<file path="config.mk">
export PLATFORM = sky130hd
export DESIGN_NAME = pascal_token_scanner_top
export DESIGN_NICKNAME = d
export VERILOG_FILES = /design/src/hw/rtl/pts_pkg.sv /design/src/hw/rtl/pascal_token_scanner_top.sv /design/src/hw/rtl/pts_front.sv /design/src/hw/rtl/pts_queue.sv /design/src/hw/rtl/pts_back.sv
export VERILOG_INCLUDE_DIRS = /design/src /design/src/hw/rtl
export SDC_FILE = /design/constraint.sdc
export NUM_CORES = 1
export LEC_CHECK = 0
export ABC_AREA = 1
export ABC_CLOCK_PERIOD_IN_PS = 5700
export CAP_MARGIN = 40
export CORE_ASPECT_RATIO = 0.8
export CORE_MARGIN = 2
export CORE_UTILIZATION = 40
export DETAILED_ROUTE_END_ITERATION = 8
export DONT_BUFFER_PORTS = 1
export PLACE_DENSITY = 0.6
export SYNTH_ARGS = -nofsm -noshare
export SYNTH_HDL_FRONTEND = slang
export SYNTH_SLANG_ARGS = --single-unit
</file>
<file path="constraint.sdc">
create_clock -name clk -period 5.7 [get_ports clk]
set_input_delay 1.14 -clock clk [delete_from_list [all_inputs] [get_ports clk]]
set_output_delay 1.14 -clock clk [all_outputs]
set_load 0.02 [all_outputs]
</file>
<file path="src/hw/rtl/pascal_token_scanner_top_macros.svh">
// Assertion macros shared by the token scanner RTL.
`ifndef PASCAL_TOKEN_SCANNER_TOP_MACROS_SVH
`define PASCAL_TOKEN_SCANNER_TOP_MACROS_SVH

// The consequent must hold in the same cycle as the antecedent.
`define PTS_ASSERT_SAME(lbl, ant, cons, msg) \
  lbl: assert property (@(posedge clk) disable iff (!rst_n) (ant) |-> (cons)) \
    else $error(msg);

// The consequent must hold in the cycle after the antecedent.
`define PTS_ASSERT_NEXT(lbl, ant, cons, msg) \
  lbl: assert property (@(posedge clk) disable iff (!rst_n) (ant) |=> (cons)) \
    else $error(msg);

`endif

</file>
<file path="src/hw/rtl/pts_pkg.sv">
// Package with types, character constants and scan functions of the token scanner.
package pts_pkg;

  localparam int LEN_BITS_DEFAULT = 16;
  localparam int Q_DEPTH_DEFAULT  = 4;

  localparam logic [7:0] CH_DOLLAR  = 8'h24;
  localparam logic [7:0] CH_AMP     = 8'h26;
  localparam logic [7:0] CH_PERCENT = 8'h25;
  localparam logic [7:0] CH_HASH    = 8'h23;
  localparam logic [7:0] CH_DOT     = 8'h2E;
  localparam logic [7:0] CH_LOWER_E = 8'h65;
  localparam logic [7:0] CH_UPPER_E = 8'h45;
  localparam logic [7:0] CH_QUOTE   = 8'h27;
  localparam logic [7:0] CH_NEWLINE = 8'h0A;
  localparam logic [7:0] CH_PLUS    = 8'h2B;
  localparam logic [7:0] CH_MINUS   = 8'h2D;
  localparam logic [7:0] CH_UNDER   = 8'h5F;
  localparam logic [7:0] CH_ZERO    = 8'h30;
  localparam logic [7:0] CH_ONE     = 8'h31;
  localparam logic [7:0] CH_SEVEN   = 8'h37;
  localparam logic [7:0] CH_NINE    = 8'h39;

  localparam logic [8:0] BAD_EOI = 9'h100;

  typedef enum logic [4:0] {
    ST_IDLE    = 5'd0,
    ST_ID      = 5'd1,
    ST_DEC     = 5'd2,
    ST_HEXS    = 5'd3,
    ST_HEX     = 5'd4,
    ST_OCTS    = 5'd5,
    ST_OCT     = 5'd6,
    ST_BINS    = 5'd7,
    ST_BIN     = 5'd8,
    ST_FRAC    = 5'd9,
    ST_EXPS    = 5'd10,
    ST_EXPSIGN = 5'd11,
    ST_EXP     = 5'd12,
    ST_STR     = 5'd13,
    ST_STRQ    = 5'd14,
    ST_CTRLS   = 5'd15,
    ST_CTRL    = 5'd16,
    ST_NONE    = 5'd31
  } scan_state_t;

  typedef enum logic [2:0] {
    KIND_IDENT  = 3'd0,
    KIND_DEC    = 3'd1,
    KIND_HEX    = 3'd2,
    KIND_OCT    = 3'd3,
    KIND_BIN    = 3'd4,
    KIND_FLOAT  = 3'd5,
    KIND_STRING = 3'd6,
    KIND_ERROR  = 3'd7
  } kind_t;

  typedef enum logic [2:0] {
    ERR_NONE      = 3'd0,
    ERR_HEX       = 3'd1,
    ERR_OCT       = 3'd2,
    ERR_BIN       = 3'd3,
    ERR_EXPONENT  = 3'd4,
    ERR_CONTROL   = 3'd5,
    ERR_UNTERM    = 3'd6,
    ERR_INVALID   = 3'd7
  } err_t;

  typedef struct packed {
    kind_t       kind;
    err_t        code;
    logic [15:0] len;
    logic [8:0]  bad;
  } res_t;

  typedef struct packed {
    logic second;
    res_t r0;
    res_t r1;
  } grp_t;

  typedef struct packed {
    logic full;
    logic empty;
  } q_stat_t;

  function automatic logic is_digit(input logic [7:0] c);
    return (c >= CH_ZERO) && (c <= CH_NINE);
  endfunction

  function automatic logic is_alpha(input logic [7:0] c);
    return ((c >= 8'h61) && (c <= 8'h7A)) || ((c >= 8'h41) && (c <= 8'h5A)) ||
           (c == CH_UNDER);
  endfunction

  function automatic logic is_xdigit(input logic [7:0] c);
    return is_digit(c) || ((c >= 8'h61) && (c <= 8'h66)) ||
           ((c >= 8'h41) && (c <= 8'h46));
  endfunction

  function automatic logic is_exp_mark(input logic [7:0] c);
    return (c == CH_LOWER_E) || (c == CH_UPPER_E);
  endfunction

  function automatic scan_state_t next_state(input scan_state_t s, input logic [7:0] c);
    scan_state_t ns;
    ns = ST_NONE;
    case (s)
      ST_ID: ns = (is_alpha(c) || is_digit(c)) ? ST_ID : ST_NONE;
      ST_DEC: begin
        if (is_digit(c)) ns = ST_DEC;
        else if (c == CH_DOT) ns = ST_FRAC;
        else if (is_exp_mark(c)) ns = ST_EXPS;
      end
      ST_HEXS, ST_HEX: ns = is_xdigit(c) ? ST_HEX : ST_NONE;
      ST_OCTS, ST_OCT: ns = ((c >= CH_ZERO) && (c <= CH_SEVEN)) ? ST_OCT : ST_NONE;
      ST_BINS, ST_BIN: ns = ((c == CH_ZERO) || (c == CH_ONE)) ? ST_BIN : ST_NONE;
      ST_FRAC: begin
        if (is_digit(c)) ns = ST_FRAC;
        else if (is_exp_mark(c)) ns = ST_EXPS;
      end
      ST_EXPS: begin
        if ((c == CH_PLUS) || (c == CH_MINUS)) ns = ST_EXPSIGN;
        else if (is_digit(c)) ns = ST_EXP;
      end
      ST_EXPSIGN, ST_EXP: ns = is_digit(c) ? ST_EXP : ST_NONE;
      ST_STR: begin
        if (c == CH_QUOTE) ns = ST_STRQ;
        else if (c != CH_NEWLINE) ns = ST_STR;
      end
      ST_STRQ: begin
        if (c == CH_HASH) ns = ST_CTRLS;
        else if (c == CH_QUOTE) ns = ST_STR;
      end
      ST_CTRLS: ns = is_digit(c) ? ST_CTRL : ST_NONE;
      ST_CTRL: begin
        if (is_digit(c)) ns = ST_CTRL;
        else if (c == CH_HASH) ns = ST_CTRLS;
        else if (c == CH_QUOTE) ns = ST_STR;
      end
      default: ns = ST_NONE;
    endcase
    return ns;
  endfunction

  function automatic err_t pending_error(input scan_state_t s);
    err_t e;
    case (s)
      ST_HEXS:             e = ERR_HEX;
      ST_OCTS:             e = ERR_OCT;
      ST_BINS:             e = ERR_BIN;
      ST_EXPS, ST_EXPSIGN: e = ERR_EXPONENT;
      ST_CTRLS:            e = ERR_CONTROL;
      ST_STR:              e = ERR_UNTERM;
      default:             e = ERR_NONE;
    endcase
    return e;
  endfunction

  function automatic scan_state_t start_state(input logic [7:0] c);
    scan_state_t s;
    priority if (is_alpha(c)) s = ST_ID;
    else if (is_digit(c))     s = ST_DEC;
    else if (c == CH_DOLLAR)  s = ST_HEXS;
    else if (c == CH_AMP)     s = ST_OCTS;
    else if (c == CH_PERCENT) s = ST_BINS;
    else if (c == CH_QUOTE)   s = ST_STR;
    else if (c == CH_HASH)    s = ST_CTRLS;
    else                      s = ST_IDLE;
    return s;
  endfunction

  function automatic kind_t start_kind(input scan_state_t s);
    kind_t k;
    case (s)
      ST_DEC:             k = KIND_DEC;
      ST_HEXS:            k = KIND_HEX;
      ST_OCTS:            k = KIND_OCT;
      ST_BINS:            k = KIND_BIN;
      ST_STR, ST_CTRLS:   k = KIND_STRING;
      default:            k = KIND_IDENT;
    endcase
    return k;
  endfunction

endpackage

</file>
<file path="src/hw/rtl/pascal_token_scanner_top.sv">
// Top level of the Pascal token scanner: front end, group queue and output stage.
// Usage:
//   The input channel takes one beat per source byte on in_ch, or an end-of-input
//   beat with in_end_of_input high, which flushes any pending token.
//   A beat is taken at a rising edge with in_valid high and in_stall low.
//   Each input beat causes zero, one or two result beats on the output channel,
//   taken at an edge with out_valid high and out_stall low; out_last marks the
//   final result of one input beat.
//   A result passes through the group queue and the output stage register before
//   it appears on the outputs, and it waits there while the output stage is busy.
//   The scanner takes one input byte per cycle while in_stall is low; the output
//   stage sends one result beat per cycle while out_stall is low, so a byte that
//   causes two results sends them on the output channel one after the other.
//   A four-group queue sits between the scanner and the output stage; in_stall
//   rises only when that queue is full, which happens when results leave slower than bytes arrive.
//   Reset (rst_n low at a clock edge) returns the scanner to its start state and
//   empties the queue and the output stage.
`include "pascal_token_scanner_top_macros.svh"

module pascal_token_scanner_top import pts_pkg::*; #(
  parameter int LENGTH_BITS = LEN_BITS_DEFAULT,
  parameter int QUEUE_DEPTH = Q_DEPTH_DEFAULT
) (
  input  logic        clk,
  input  logic        rst_n,
  input  logic        in_valid,
  output logic        in_stall,
  input  logic [7:0]  in_ch,
  input  logic        in_end_of_input,
  output logic        out_valid,
  input  logic        out_stall,
  output logic [2:0]  out_kind,
  output logic [2:0]  out_error_code,
  output logic [15:0] out_token_length,
  output logic [8:0]  out_bad_char,
  output logic        out_last
);

  logic    in_acc;
  logic    grp_push, q_push, q_pop;
  grp_t    front_grp, q_head;
  q_stat_t q_stat;

  assign in_stall = q_stat.full;
  assign in_acc   = in_valid && !in_stall;
  assign q_push   = in_acc && grp_push;

  pts_front #(
    .LENGTH_BITS(LENGTH_BITS)
  ) u_front (
    .clk  (clk),
    .rst_n(rst_n),
    .acc  (in_acc),
    .ch   (in_ch),
    .eoi  (in_end_of_input),
    .push (grp_push),
    .grp  (front_grp)
  );

  pts_queue #(
    .DEPTH(QUEUE_DEPTH)
  ) u_queue (
    .clk  (clk),
    .rst_n(rst_n),
    .push (q_push),
    .wdata(front_grp),
    .pop  (q_pop),
    .rdata(q_head),
    .stat (q_stat)
  );

  pts_back u_back (
    .clk             (clk),
    .rst_n           (rst_n),
    .head            (q_head),
    .qs              (q_stat),
    .pop             (q_pop),
    .out_valid       (out_valid),
    .out_stall       (out_stall),
    .out_kind        (out_kind),
    .out_error_code  (out_error_code),
    .out_token_length(out_token_length),
    .out_bad_char    (out_bad_char),
    .out_last        (out_last)
  );

  `PTS_ASSERT_SAME(a_no_overflow, q_push, !q_stat.full, "Queue written while full.")
  `PTS_ASSERT_SAME(a_first_is_token, out_valid && !out_last, (out_error_code == ERR_NONE) && (out_kind != KIND_ERROR), "First of two results is not a token.")
  `PTS_ASSERT_SAME(a_error_has_code, out_valid && (out_kind == KIND_ERROR), out_error_code != ERR_NONE, "Error result without an error code.")
  `PTS_ASSERT_SAME(a_token_clean, out_valid && (out_kind != KIND_ERROR), (out_error_code == ERR_NONE) && (out_bad_char == 9'h000), "Token result carries error fields.")

endmodule

</file>
<file path="src/hw/rtl/pts_front.sv">
// Front end: accepts characters, runs the scan state machine and forms result groups.
module pts_front import pts_pkg::*; #(
  parameter int LENGTH_BITS = LEN_BITS_DEFAULT
) (
  input  logic       clk,
  input  logic       rst_n,
  input  logic       acc,
  input  logic [7:0] ch,
  input  logic       eoi,
  output logic       push,
  output grp_t       grp
);

  scan_state_t            state_r, state_nxt;
  kind_t                  kind_r, kind_nxt;
  logic [LENGTH_BITS-1:0] len_r, len_nxt;

  logic [LENGTH_BITS+15:0] len_ext;
  logic [15:0]             len16;

  assign len_ext = {16'h0000, len_r};
  assign len16   = len_ext[15:0];

  always_comb begin
    scan_state_t ns;
    scan_state_t ss;
    logic        start;
    ns        = next_state(state_r, ch);
    ss        = start_state(ch);
    start     = 1'b1;
    state_nxt = state_r;
    kind_nxt  = kind_r;
    len_nxt   = len_r;
    if (eoi) begin
      state_nxt = ST_IDLE;
      kind_nxt  = KIND_IDENT;
      len_nxt   = '0;
    end else begin
      if (state_r != ST_IDLE) begin
        if (ns != ST_NONE) begin
          start     = 1'b0;
          state_nxt = ns;
          if ((ns == ST_FRAC) || (ns == ST_EXPS)) kind_nxt = KIND_FLOAT;
          if (len_r != '1) len_nxt = len_r + LENGTH_BITS'(1);
        end else begin
          state_nxt = ST_IDLE;
          kind_nxt  = KIND_IDENT;
          len_nxt   = '0;
          if (pending_error(state_r) != ERR_NONE) start = 1'b0;
        end
      end
      if (start) begin
        state_nxt = ss;
        kind_nxt  = start_kind(ss);
        len_nxt   = (ss == ST_IDLE) ? '0 : LENGTH_BITS'(1);
      end
    end
  end

  always_comb begin
    scan_state_t ns;
    err_t        code;
    logic        start;
    res_t        inval;
    ns          = next_state(state_r, ch);
    code        = pending_error(state_r);
    start       = 1'b1;
    push        = 1'b0;
    grp         = '0;
    inval.kind  = KIND_ERROR;
    inval.code  = ERR_INVALID;
    inval.len   = 16'h0000;
    inval.bad   = {1'b0, ch};
    if (eoi) begin
      if (state_r != ST_IDLE) begin
        push = 1'b1;
        if (code != ERR_NONE) begin
          grp.r0 = '{kind: KIND_ERROR, code: code, len: len16, bad: BAD_EOI};
        end else begin
          grp.r0 = '{kind: kind_r, code: ERR_NONE, len: len16, bad: 9'h000};
        end
      end
    end else begin
      if (state_r != ST_IDLE) begin
        if (ns != ST_NONE) begin
          start = 1'b0;
        end else if (code != ERR_NONE) begin
          start  = 1'b0;
          push   = 1'b1;
          grp.r0 = '{kind: KIND_ERROR, code: code, len: len16, bad: {1'b0, ch}};
        end else begin
          push   = 1'b1;
          grp.r0 = '{kind: kind_r, code: ERR_NONE, len: len16, bad: 9'h000};
        end
      end
      if (start && (start_state(ch) == ST_IDLE)) begin
        if (push) begin
          grp.second = 1'b1;
          grp.r1     = inval;
        end else begin
          push   = 1'b1;
          grp.r0 = inval;
        end
      end
    end
  end

  always_ff @(posedge clk) begin
    if (!rst_n) begin
      state_r <= ST_IDLE;
      kind_r  <= KIND_IDENT;
      len_r   <= '0;
    end else if (acc) begin
      state_r <= state_nxt;
      kind_r  <= kind_nxt;
      len_r   <= len_nxt;
    end
  end

endmodule

</file>
<file path="src/hw/rtl/pts_queue.sv">
// Short queue of result groups between the front end and the output stage.
module pts_queue import pts_pkg::*; #(
  parameter int DEPTH = Q_DEPTH_DEFAULT
) (
  input  logic    clk,
  input  logic    rst_n,
  input  logic    push,
  input  grp_t    wdata,
  input  logic    pop,
  output grp_t    rdata,
  output q_stat_t stat
);

  localparam int PW = (DEPTH > 1) ? $clog2(DEPTH) : 1;
  localparam int CW = $clog2(DEPTH + 1);

  grp_t          mem_r [DEPTH];
  logic [PW-1:0] wr_ptr_r, rd_ptr_r;
  logic [CW-1:0] cnt_r;
  logic          do_push, do_pop;

  assign stat.full  = (cnt_r == CW'(DEPTH));
  assign stat.empty = (cnt_r == '0);
  assign do_push    = push && !stat.full;
  assign do_pop     = pop && !stat.empty;
  assign rdata      = mem_r[rd_ptr_r];

  always_ff @(posedge clk) begin
    if (do_push) mem_r[wr_ptr_r] <= wdata;
  end

  always_ff @(posedge clk) begin
    if (!rst_n) begin
      wr_ptr_r <= '0;
      rd_ptr_r <= '0;
      cnt_r    <= '0;
    end else begin
      if (do_push) begin
        wr_ptr_r <= (wr_ptr_r == PW'(DEPTH - 1)) ? '0 : wr_ptr_r + PW'(1);
      end
      if (do_pop) begin
        rd_ptr_r <= (rd_ptr_r == PW'(DEPTH - 1)) ? '0 : rd_ptr_r + PW'(1);
      end
      if (do_push && !do_pop) cnt_r <= cnt_r + CW'(1);
      else if (do_pop && !do_push) cnt_r <= cnt_r - CW'(1);
    end
  end

endmodule

</file>
<file path="src/hw/rtl/pts_back.sv">
// Output stage: takes result groups, sends one result beat per cycle unless stalled.
module pts_back import pts_pkg::*; (
  input  logic        clk,
  input  logic        rst_n,
  input  grp_t        head,
  input  q_stat_t     qs,
  output logic        pop,
  output logic        out_valid,
  input  logic        out_stall,
  output logic [2:0]  out_kind,
  output logic [2:0]  out_error_code,
  output logic [15:0] out_token_length,
  output logic [8:0]  out_bad_char,
  output logic        out_last
);

  logic out_valid_r;
  logic idx_r;
  grp_t grp_r;
  res_t cur;
  logic fire, take;

  assign cur              = idx_r ? grp_r.r1 : grp_r.r0;
  assign out_valid        = out_valid_r;
  assign out_kind         = cur.kind;
  assign out_error_code   = cur.code;
  assign out_token_length = cur.len;
  assign out_bad_char     = cur.bad;
  assign out_last         = idx_r || !grp_r.second;

  assign fire = out_valid_r && !out_stall;
  assign take = !out_valid_r || (fire && out_last);
  assign pop  = take && !qs.empty;

  always_ff @(posedge clk) begin
    if (pop) grp_r <= head;
  end

  always_ff @(posedge clk) begin
    if (!rst_n) begin
      out_valid_r <= 1'b0;
      idx_r       <= 1'b0;
    end else if (take) begin
      out_valid_r <= !qs.empty;
      idx_r       <= 1'b0;
    end else if (fire) begin
      idx_r <= 1'b1;
    end
  end

endmodule

</file>
==> results by stage <==
Worst setup path:
- The highest net fanout along the worst path is 9.
- The number of cell instances on the worst register-to-register path is 23.
- The family of cells with the greatest summed delay on the critical path is simple AND/OR/NAND/NOR gates.
- The critical path data required time is 6.09 ns.
- The register-to-register setup slack is 2.12 ns.
- The signal on the critical path passes through inv_1 -> nand2_1 -> nor2_1 -> nand2_1 -> nand2_1 -> nand2_1 -> nand2_1 -> nand3_1 -> nor2_1 -> nor2_1 -> nand2_1 -> nand2_1 -> nor2_4 -> nand3_2 -> nand3_2 -> nand2_4 -> inv_1 -> ha_1 -> inv_1 -> fa_1 -> a21oi_1 -> o21ai_0 -> o21ai_0 -> a21oi_1.
- In this run the critical register-to-register path is captured at u_queue.cnt_r[2].
- The launching instance or port of the critical path is in_ch[5].
- The most prevalent standard cell on the critical path is sky130_fd_sc_hd__nand2_1.
- The critical path in this run is classified as in -> reg.
- The worst reg2reg path startpoint is u_front.state_r[4].
- STA puts the critical path data arrival time at 4.13 ns.
- The buffer and inverter count on the worst path is 3.
- STA classifies the critical path endpoint as a flop.
- For this design, the slowest cell found on the critical path is sky130_fd_sc_hd__fa_1.
- The total number of cells along the worst setup path is 24.
- STA classifies the critical path startpoint as a primary input.
- The peak per-stage delay on the critical path is 0.37 ns.

STA:
- The highest attainable clock frequency is 267 MHz.
- The remaining max-slew budget at the tightest pin is 0.410.
- For the pin with the worst max-slew slack, the measured transition is 0.879 ns.
- Setup violations remaining at the end of the flow were counted as 0.
- The total count of max-transition violations in the final report is 0.
- The fraction of the cycle the final worst path needs is 0.656.
- The clock tree skew after final layout is 0.0162 ns.
- Adding up every negative setup slack in the final design gives 0 ns.
- Once routing completed, OpenROAD measured the worst setup slack at 1.96 ns.
- Counting I/O delays and the setup requirement, the final critical path takes 3.74 ns.
- Setup repair after global routing left no endpoint under its margin.
- The number of hold violations in the final report was 0.

Layout:
- The ratio of cells with drive above 1 in the final layout is 0.0934.
- With fillers left out, the area of the finished cells amounts to 11900 sq um.
- The area growth from synthesis to final layout is 11.3%.
- The number of antenna diodes in the final layout is 0.
- Fill cells in the final layout number 2434.
- For this run, the post-layout net count is 1106.

Placement:
- The post-place instance area is 11100 sq um.
- The sum of net half-perimeters after detailed placement is 15500 um.
- Before CTS, the worst setup slack after placement is 1.43 ns.
- The final weighted congestion in routability-driven placement is 0.873.
- The count of port buffers added during placement is 0.

Run:
- Max-cap violations in this run came to 0.

Synth:
- Of the total synthesized cell area, the portion taken by full adders, half adders and majority gates is 0.0101.
- After synthesis the netlist holds a flip-flop and latch count of 233.
- After synthesis, the largest family of logic cells by area is simple AND/OR/NAND/NOR gates.
- The share of synthesized area in the top cell type comes to 0.561.
- The compound-gate portion of the synthesized area was 0.106.
- The fraction of the mapped netlist area in simple logic gates is 0.194.
- The mapped netlist covers 10700 sq um.
- Counting every net in the synthesized netlist gives 1110.
- Averaged over all synthesized cells, the footprint is 9.82 sq um.
- The count of warnings emitted by yosys is 0.
- In this run, distinct cell masters in the synthesized netlist total 42.
- The proportion of synthesized area in mux cells is 0.
- The post-synthesis instance total is 1089.
- For this run, the register share of the synthesized area comes to 0.623.
- Of the total synthesized cell area, the portion taken by XOR and XNOR cells is 0.00901.
- After synthesis, the cell types taking the most area are sky130_fd_sc_hd__edfxtp_1, sky130_fd_sc_hd__nor2_1, sky130_fd_sc_hd__dfxtp_1.
- The cell accounting for the most synthesized area is sky130_fd_sc_hd__edfxtp_1.

Worst hold path:
- The endpoint of the worst hold-timing path is u_front.kind_r[1].
- The worst hold path depth is 2.
- The worst hold path belongs to the class reg -> reg.
- The hold path startpoint is u_front.kind_r[1].

CTS:
- The number of hold buffers added after cts is 0.
- The number of CTS-inserted buffers is 24.
- Counting along the longest clock path gives a buffer depth of 3.
- The clock tree from TritonCTS is done.
- The cell at the root of the clock tree is sky130_fd_sc_hd__clkbuf_16.
- The H-tree depth is 1.
- Clock-pin slew was measured on the worst setup and hold paths at 0.06 ns.
- The later pin in the worst-skew pair is clocked with a latency of 0.52 ns.
- In this run, post-CTS repair resized a total of 0 instances.
- The TritonCTS sink count is 233.
- The post-CTS setup repair buffer count is 0.

Die:
- The die is 150 um tall.
- The die covers 28100 sq um.
- The initialized floorplan defines 53 standard-cell rows.
- The placeable core region is 26300 sq um.
- The starting utilization of the core area is 0.407.
- The number of top-level pins is 47.
- Measured along the x axis, the die boundary spans 187 um.

Power:
- Summed over all cells, the static leakage comes to 4.49 nW.
- The share of power burned in combinational logic is 0.399.
- For this design the ratio of total power to cell area is 603 nW/um^2.
- Cell internal power was estimated by the tool at 0.00426 W.
- The portion of total power attributed to sequential cells is 0.374.
- The switching power of the nets is 0.00291 W.
- Of the total power, the share spent switching nets is 0.406.
- Of the total power, the clock network draws 0.227.
- The worst-case IR drop observed on VDD is 0.343 mV.

Global route:
- The number of antenna violations at the first check in global routing is 0.
- Entering global routing, the biggest net connects 83 pins.
- The global-route congestion overflow total is 0.
- The global-route wire length before repair is 38200 um.
- The number of global-route vias before repair was 6932.
- The combined global-route utilization of all metal layers is 0.173.

Route:
- After detailed routing, the average wire length per cell comes to 16.6 um.
- Before antenna repair, the detailed router went through 5 iterations.
- In the routed layout, each cell is associated on average with a via count of 5.12.
- Wires add up to 24200 um.
- For this block, the via count after detailed routing is 7473.
- The violation count after the first detailed-route iteration is 654.
- After detailed routing, the number of remaining DRC violations is 0.
- The count of nets left with antenna violations once routing finished came out at 0.

Status:
- The run finished with clean final reports.
==> routing by layer <==
| layer | wire length, um | vias to the layer above | track usage | share of wire |
|---|---|---|---|---|
| li1 | - | 3709 | - | - |
| met1 | 11800 | 3521 | 0.251 | 0.49 |
| met2 | 10300 | 217 | 0.266 | 0.43 |
| met3 | 1700 | 26 | 0.0394 | 0.070 |
| met4 | 338 | 0 | 0.0345 | 0.014 |
| met5 | 0 | - | 0 | 0 |
==> power by group through the flow <==
stage	Clock, W	Combinational (W)	Sequential [W]
floorplan	0	0.00218	0.00270
global placement	0	0.00284	0.00272
detailed placement	0	0.00287	0.00272
CTS	0.00166	0.00287	0.00269
global route	0.00173	0.00323	0.00273
finish	0.00163	0.00286	0.00268
==> cells in the mapped netlist <==
library cell                number
sky130_fd_sc_hd__ha_1            7
sky130_fd_sc_hd__o21a_2          1
sky130_fd_sc_hd__nor2_4          2
sky130_fd_sc_hd__buf_1           2
sky130_fd_sc_hd__nand3_1        36
sky130_fd_sc_hd__clkbuf_1       32
sky130_fd_sc_hd__buf_6           5
sky130_fd_sc_hd__a21oi_1        34
sky130_fd_sc_hd__nand2_2         8
sky130_fd_sc_hd__a21oi_4         1
sky130_fd_sc_hd__buf_2           1
sky130_fd_sc_hd__fa_1            1
sky130_fd_sc_hd__nor3_4          1
sky130_fd_sc_hd__xor2_1         10
sky130_fd_sc_hd__dfxtp_1        33
sky130_fd_sc_hd__or2_0           1
sky130_fd_sc_hd__or2_2           2
sky130_fd_sc_hd__nand3_4         1
sky130_fd_sc_hd__edfxtp_1      200
sky130_fd_sc_hd__nor2_2          5
sky130_fd_sc_hd__nand4_4         2
sky130_fd_sc_hd__o21a_1          1
sky130_fd_sc_hd__nor3_1         35
sky130_fd_sc_hd__o22ai_1        44
sky130_fd_sc_hd__nand4_1         1
sky130_fd_sc_hd__nor3_2          4
sky130_fd_sc_hd__nand3_2         3
sky130_fd_sc_hd__xnor2_1         1
sky130_fd_sc_hd__a21boi_2        1
sky130_fd_sc_hd__nand2_1       170
sky130_fd_sc_hd__nand3b_1        2
sky130_fd_sc_hd__o31ai_1         1
sky130_fd_sc_hd__nor2_1        197
sky130_fd_sc_hd__o21ai_0       111
sky130_fd_sc_hd__o2111ai_1       1
sky130_fd_sc_hd__clkbuf_2        1
sky130_fd_sc_hd__inv_2          11
sky130_fd_sc_hd__clkinv_1        1
sky130_fd_sc_hd__nand2_4         5
sky130_fd_sc_hd__inv_1         101
sky130_fd_sc_hd__a31oi_1         3
sky130_fd_sc_hd__o21ai_1        10
==> stage by stage <==
step                cells  utilization  total power, W  hold slack (ns)
CTS                  1460        0.453         0.00722            0.470
floorplan            1089            -         0.00488            0.445
detailed placement   1416        0.421         0.00559            0.459
finish               1460        0.453         0.00718            0.473
global placement     1415        0.421         0.00555            0.458
global route         1460        0.453         0.00768            0.509
==> worst register-to-register path, cell delays in order, from the launching register on <==
cell and delay, ns:
sky130_fd_sc_hd__dfxtp_1 0.39, sky130_fd_sc_hd__inv_2 0.09, sky130_fd_sc_hd__nand3_1 0.18, sky130_fd_sc_hd__nor2_1 0.10
sky130_fd_sc_hd__nor2_1 0.17, sky130_fd_sc_hd__nand2_1 0.10, sky130_fd_sc_hd__nor2_2 0.14, sky130_fd_sc_hd__nand2_1 0.11
sky130_fd_sc_hd__nand3_1 0.12, sky130_fd_sc_hd__nor2_1 0.05, sky130_fd_sc_hd__nand2_1 0.10, sky130_fd_sc_hd__nand2_2 0.07
sky130_fd_sc_hd__nor2_4 0.21, sky130_fd_sc_hd__nand3_2 0.22, sky130_fd_sc_hd__nand3_2 0.18, sky130_fd_sc_hd__nand2_4 0.12
sky130_fd_sc_hd__inv_1 0.09, sky130_fd_sc_hd__ha_1 0.14, sky130_fd_sc_hd__inv_1 0.07, sky130_fd_sc_hd__fa_1 0.37
sky130_fd_sc_hd__a21oi_1 0.14, sky130_fd_sc_hd__o21ai_0 0.11, sky130_fd_sc_hd__o21ai_0 0.16, sky130_fd_sc_hd__a21oi_1 0.06
==> cell families after synthesis <==
| kind of cell | after synthesis |
|---|---|
| AOI/OAI and AO/OA | 208 |
| xor gates and xnor gates | 11 |
| adders and majority gates | 8 |
| buffers and inverters | 154 |
| DFF | 233 |
| and+or+nand+nor | 475 |
==> cells in the final DEF, fill, tap and decap left out, types with 2 or more instances in the layout <==
cell type                     n
sky130_fd_sc_hd__nand4_4      2
sky130_fd_sc_hd__inv_2       12
sky130_fd_sc_hd__xor2_1      10
sky130_fd_sc_hd__clkbuf_16   24
sky130_fd_sc_hd__buf_4       11
sky130_fd_sc_hd__a31oi_1      3
sky130_fd_sc_hd__o22ai_1     44
sky130_fd_sc_hd__a21oi_1     34
sky130_fd_sc_hd__bufinv_16    5
sky130_fd_sc_hd__clkinv_1     5
sky130_fd_sc_hd__nand3_2      3
sky130_fd_sc_hd__nand2_2      8
sky130_fd_sc_hd__ha_1         7
sky130_fd_sc_hd__o21ai_0    111
sky130_fd_sc_hd__or2_2        2
sky130_fd_sc_hd__clkinv_2     7
sky130_fd_sc_hd__nand3b_1     2
sky130_fd_sc_hd__edfxtp_1   200
sky130_fd_sc_hd__nor2_1     193
sky130_fd_sc_hd__nor2_2       5
sky130_fd_sc_hd__nand2_1    170
sky130_fd_sc_hd__dfxtp_1     32
sky130_fd_sc_hd__nand2_4      5
sky130_fd_sc_hd__nor3_1      35
sky130_fd_sc_hd__nor3_2       4
sky130_fd_sc_hd__inv_1      100
sky130_fd_sc_hd__nand3_1     36
sky130_fd_sc_hd__o21ai_1     10
sky130_fd_sc_hd__nor2_4       6
==> worst max-delay path by stage <==
stage	to	slack, ns
floorplan	u_queue.mem_r[3][0]	0.82
global placement	u_queue.cnt_r[2]	1.48
detailed placement	u_queue.cnt_r[2]	1.43
CTS	u_queue.cnt_r[2]	1.97
global route	u_queue.cnt_r[2]	1.48
finish	u_queue.cnt_r[2]	1.96
==> registers in the layout (all words and copies together) (netlist names) <==
| name | cells |
|---|---|
| u_front.len16 | 16 |
| u_queue.cnt_r | 3 |
| u_back.out_valid | 1 |
| u_back.grp_r | 40 |
| u_queue.wr_ptr_r | 2 |
| u_front.state_r | 5 |
| u_queue.rd_ptr_r | 2 |
| u_queue.mem_r | 160 |
| u_back.idx_r | 1 |
| u_front.kind_r | 3 |
==> area by class of cell <==
cell class / instances / area (sq um) / area share
multi-input combinational: 702 / 3440 / 0.289
inverter: 113 / 424 / 0.0356
timing repair buffer: 11 / 82.6 / 0.00694
clock buffer: 25 / 604 / 0.0508
clock inverter: 19 / 233 / 0.0196
tap: 357 / 447 / 0.0375
sequential: 233 / 6670 / 0.560
No activity file was read; power rests on OpenSTA's default activity.
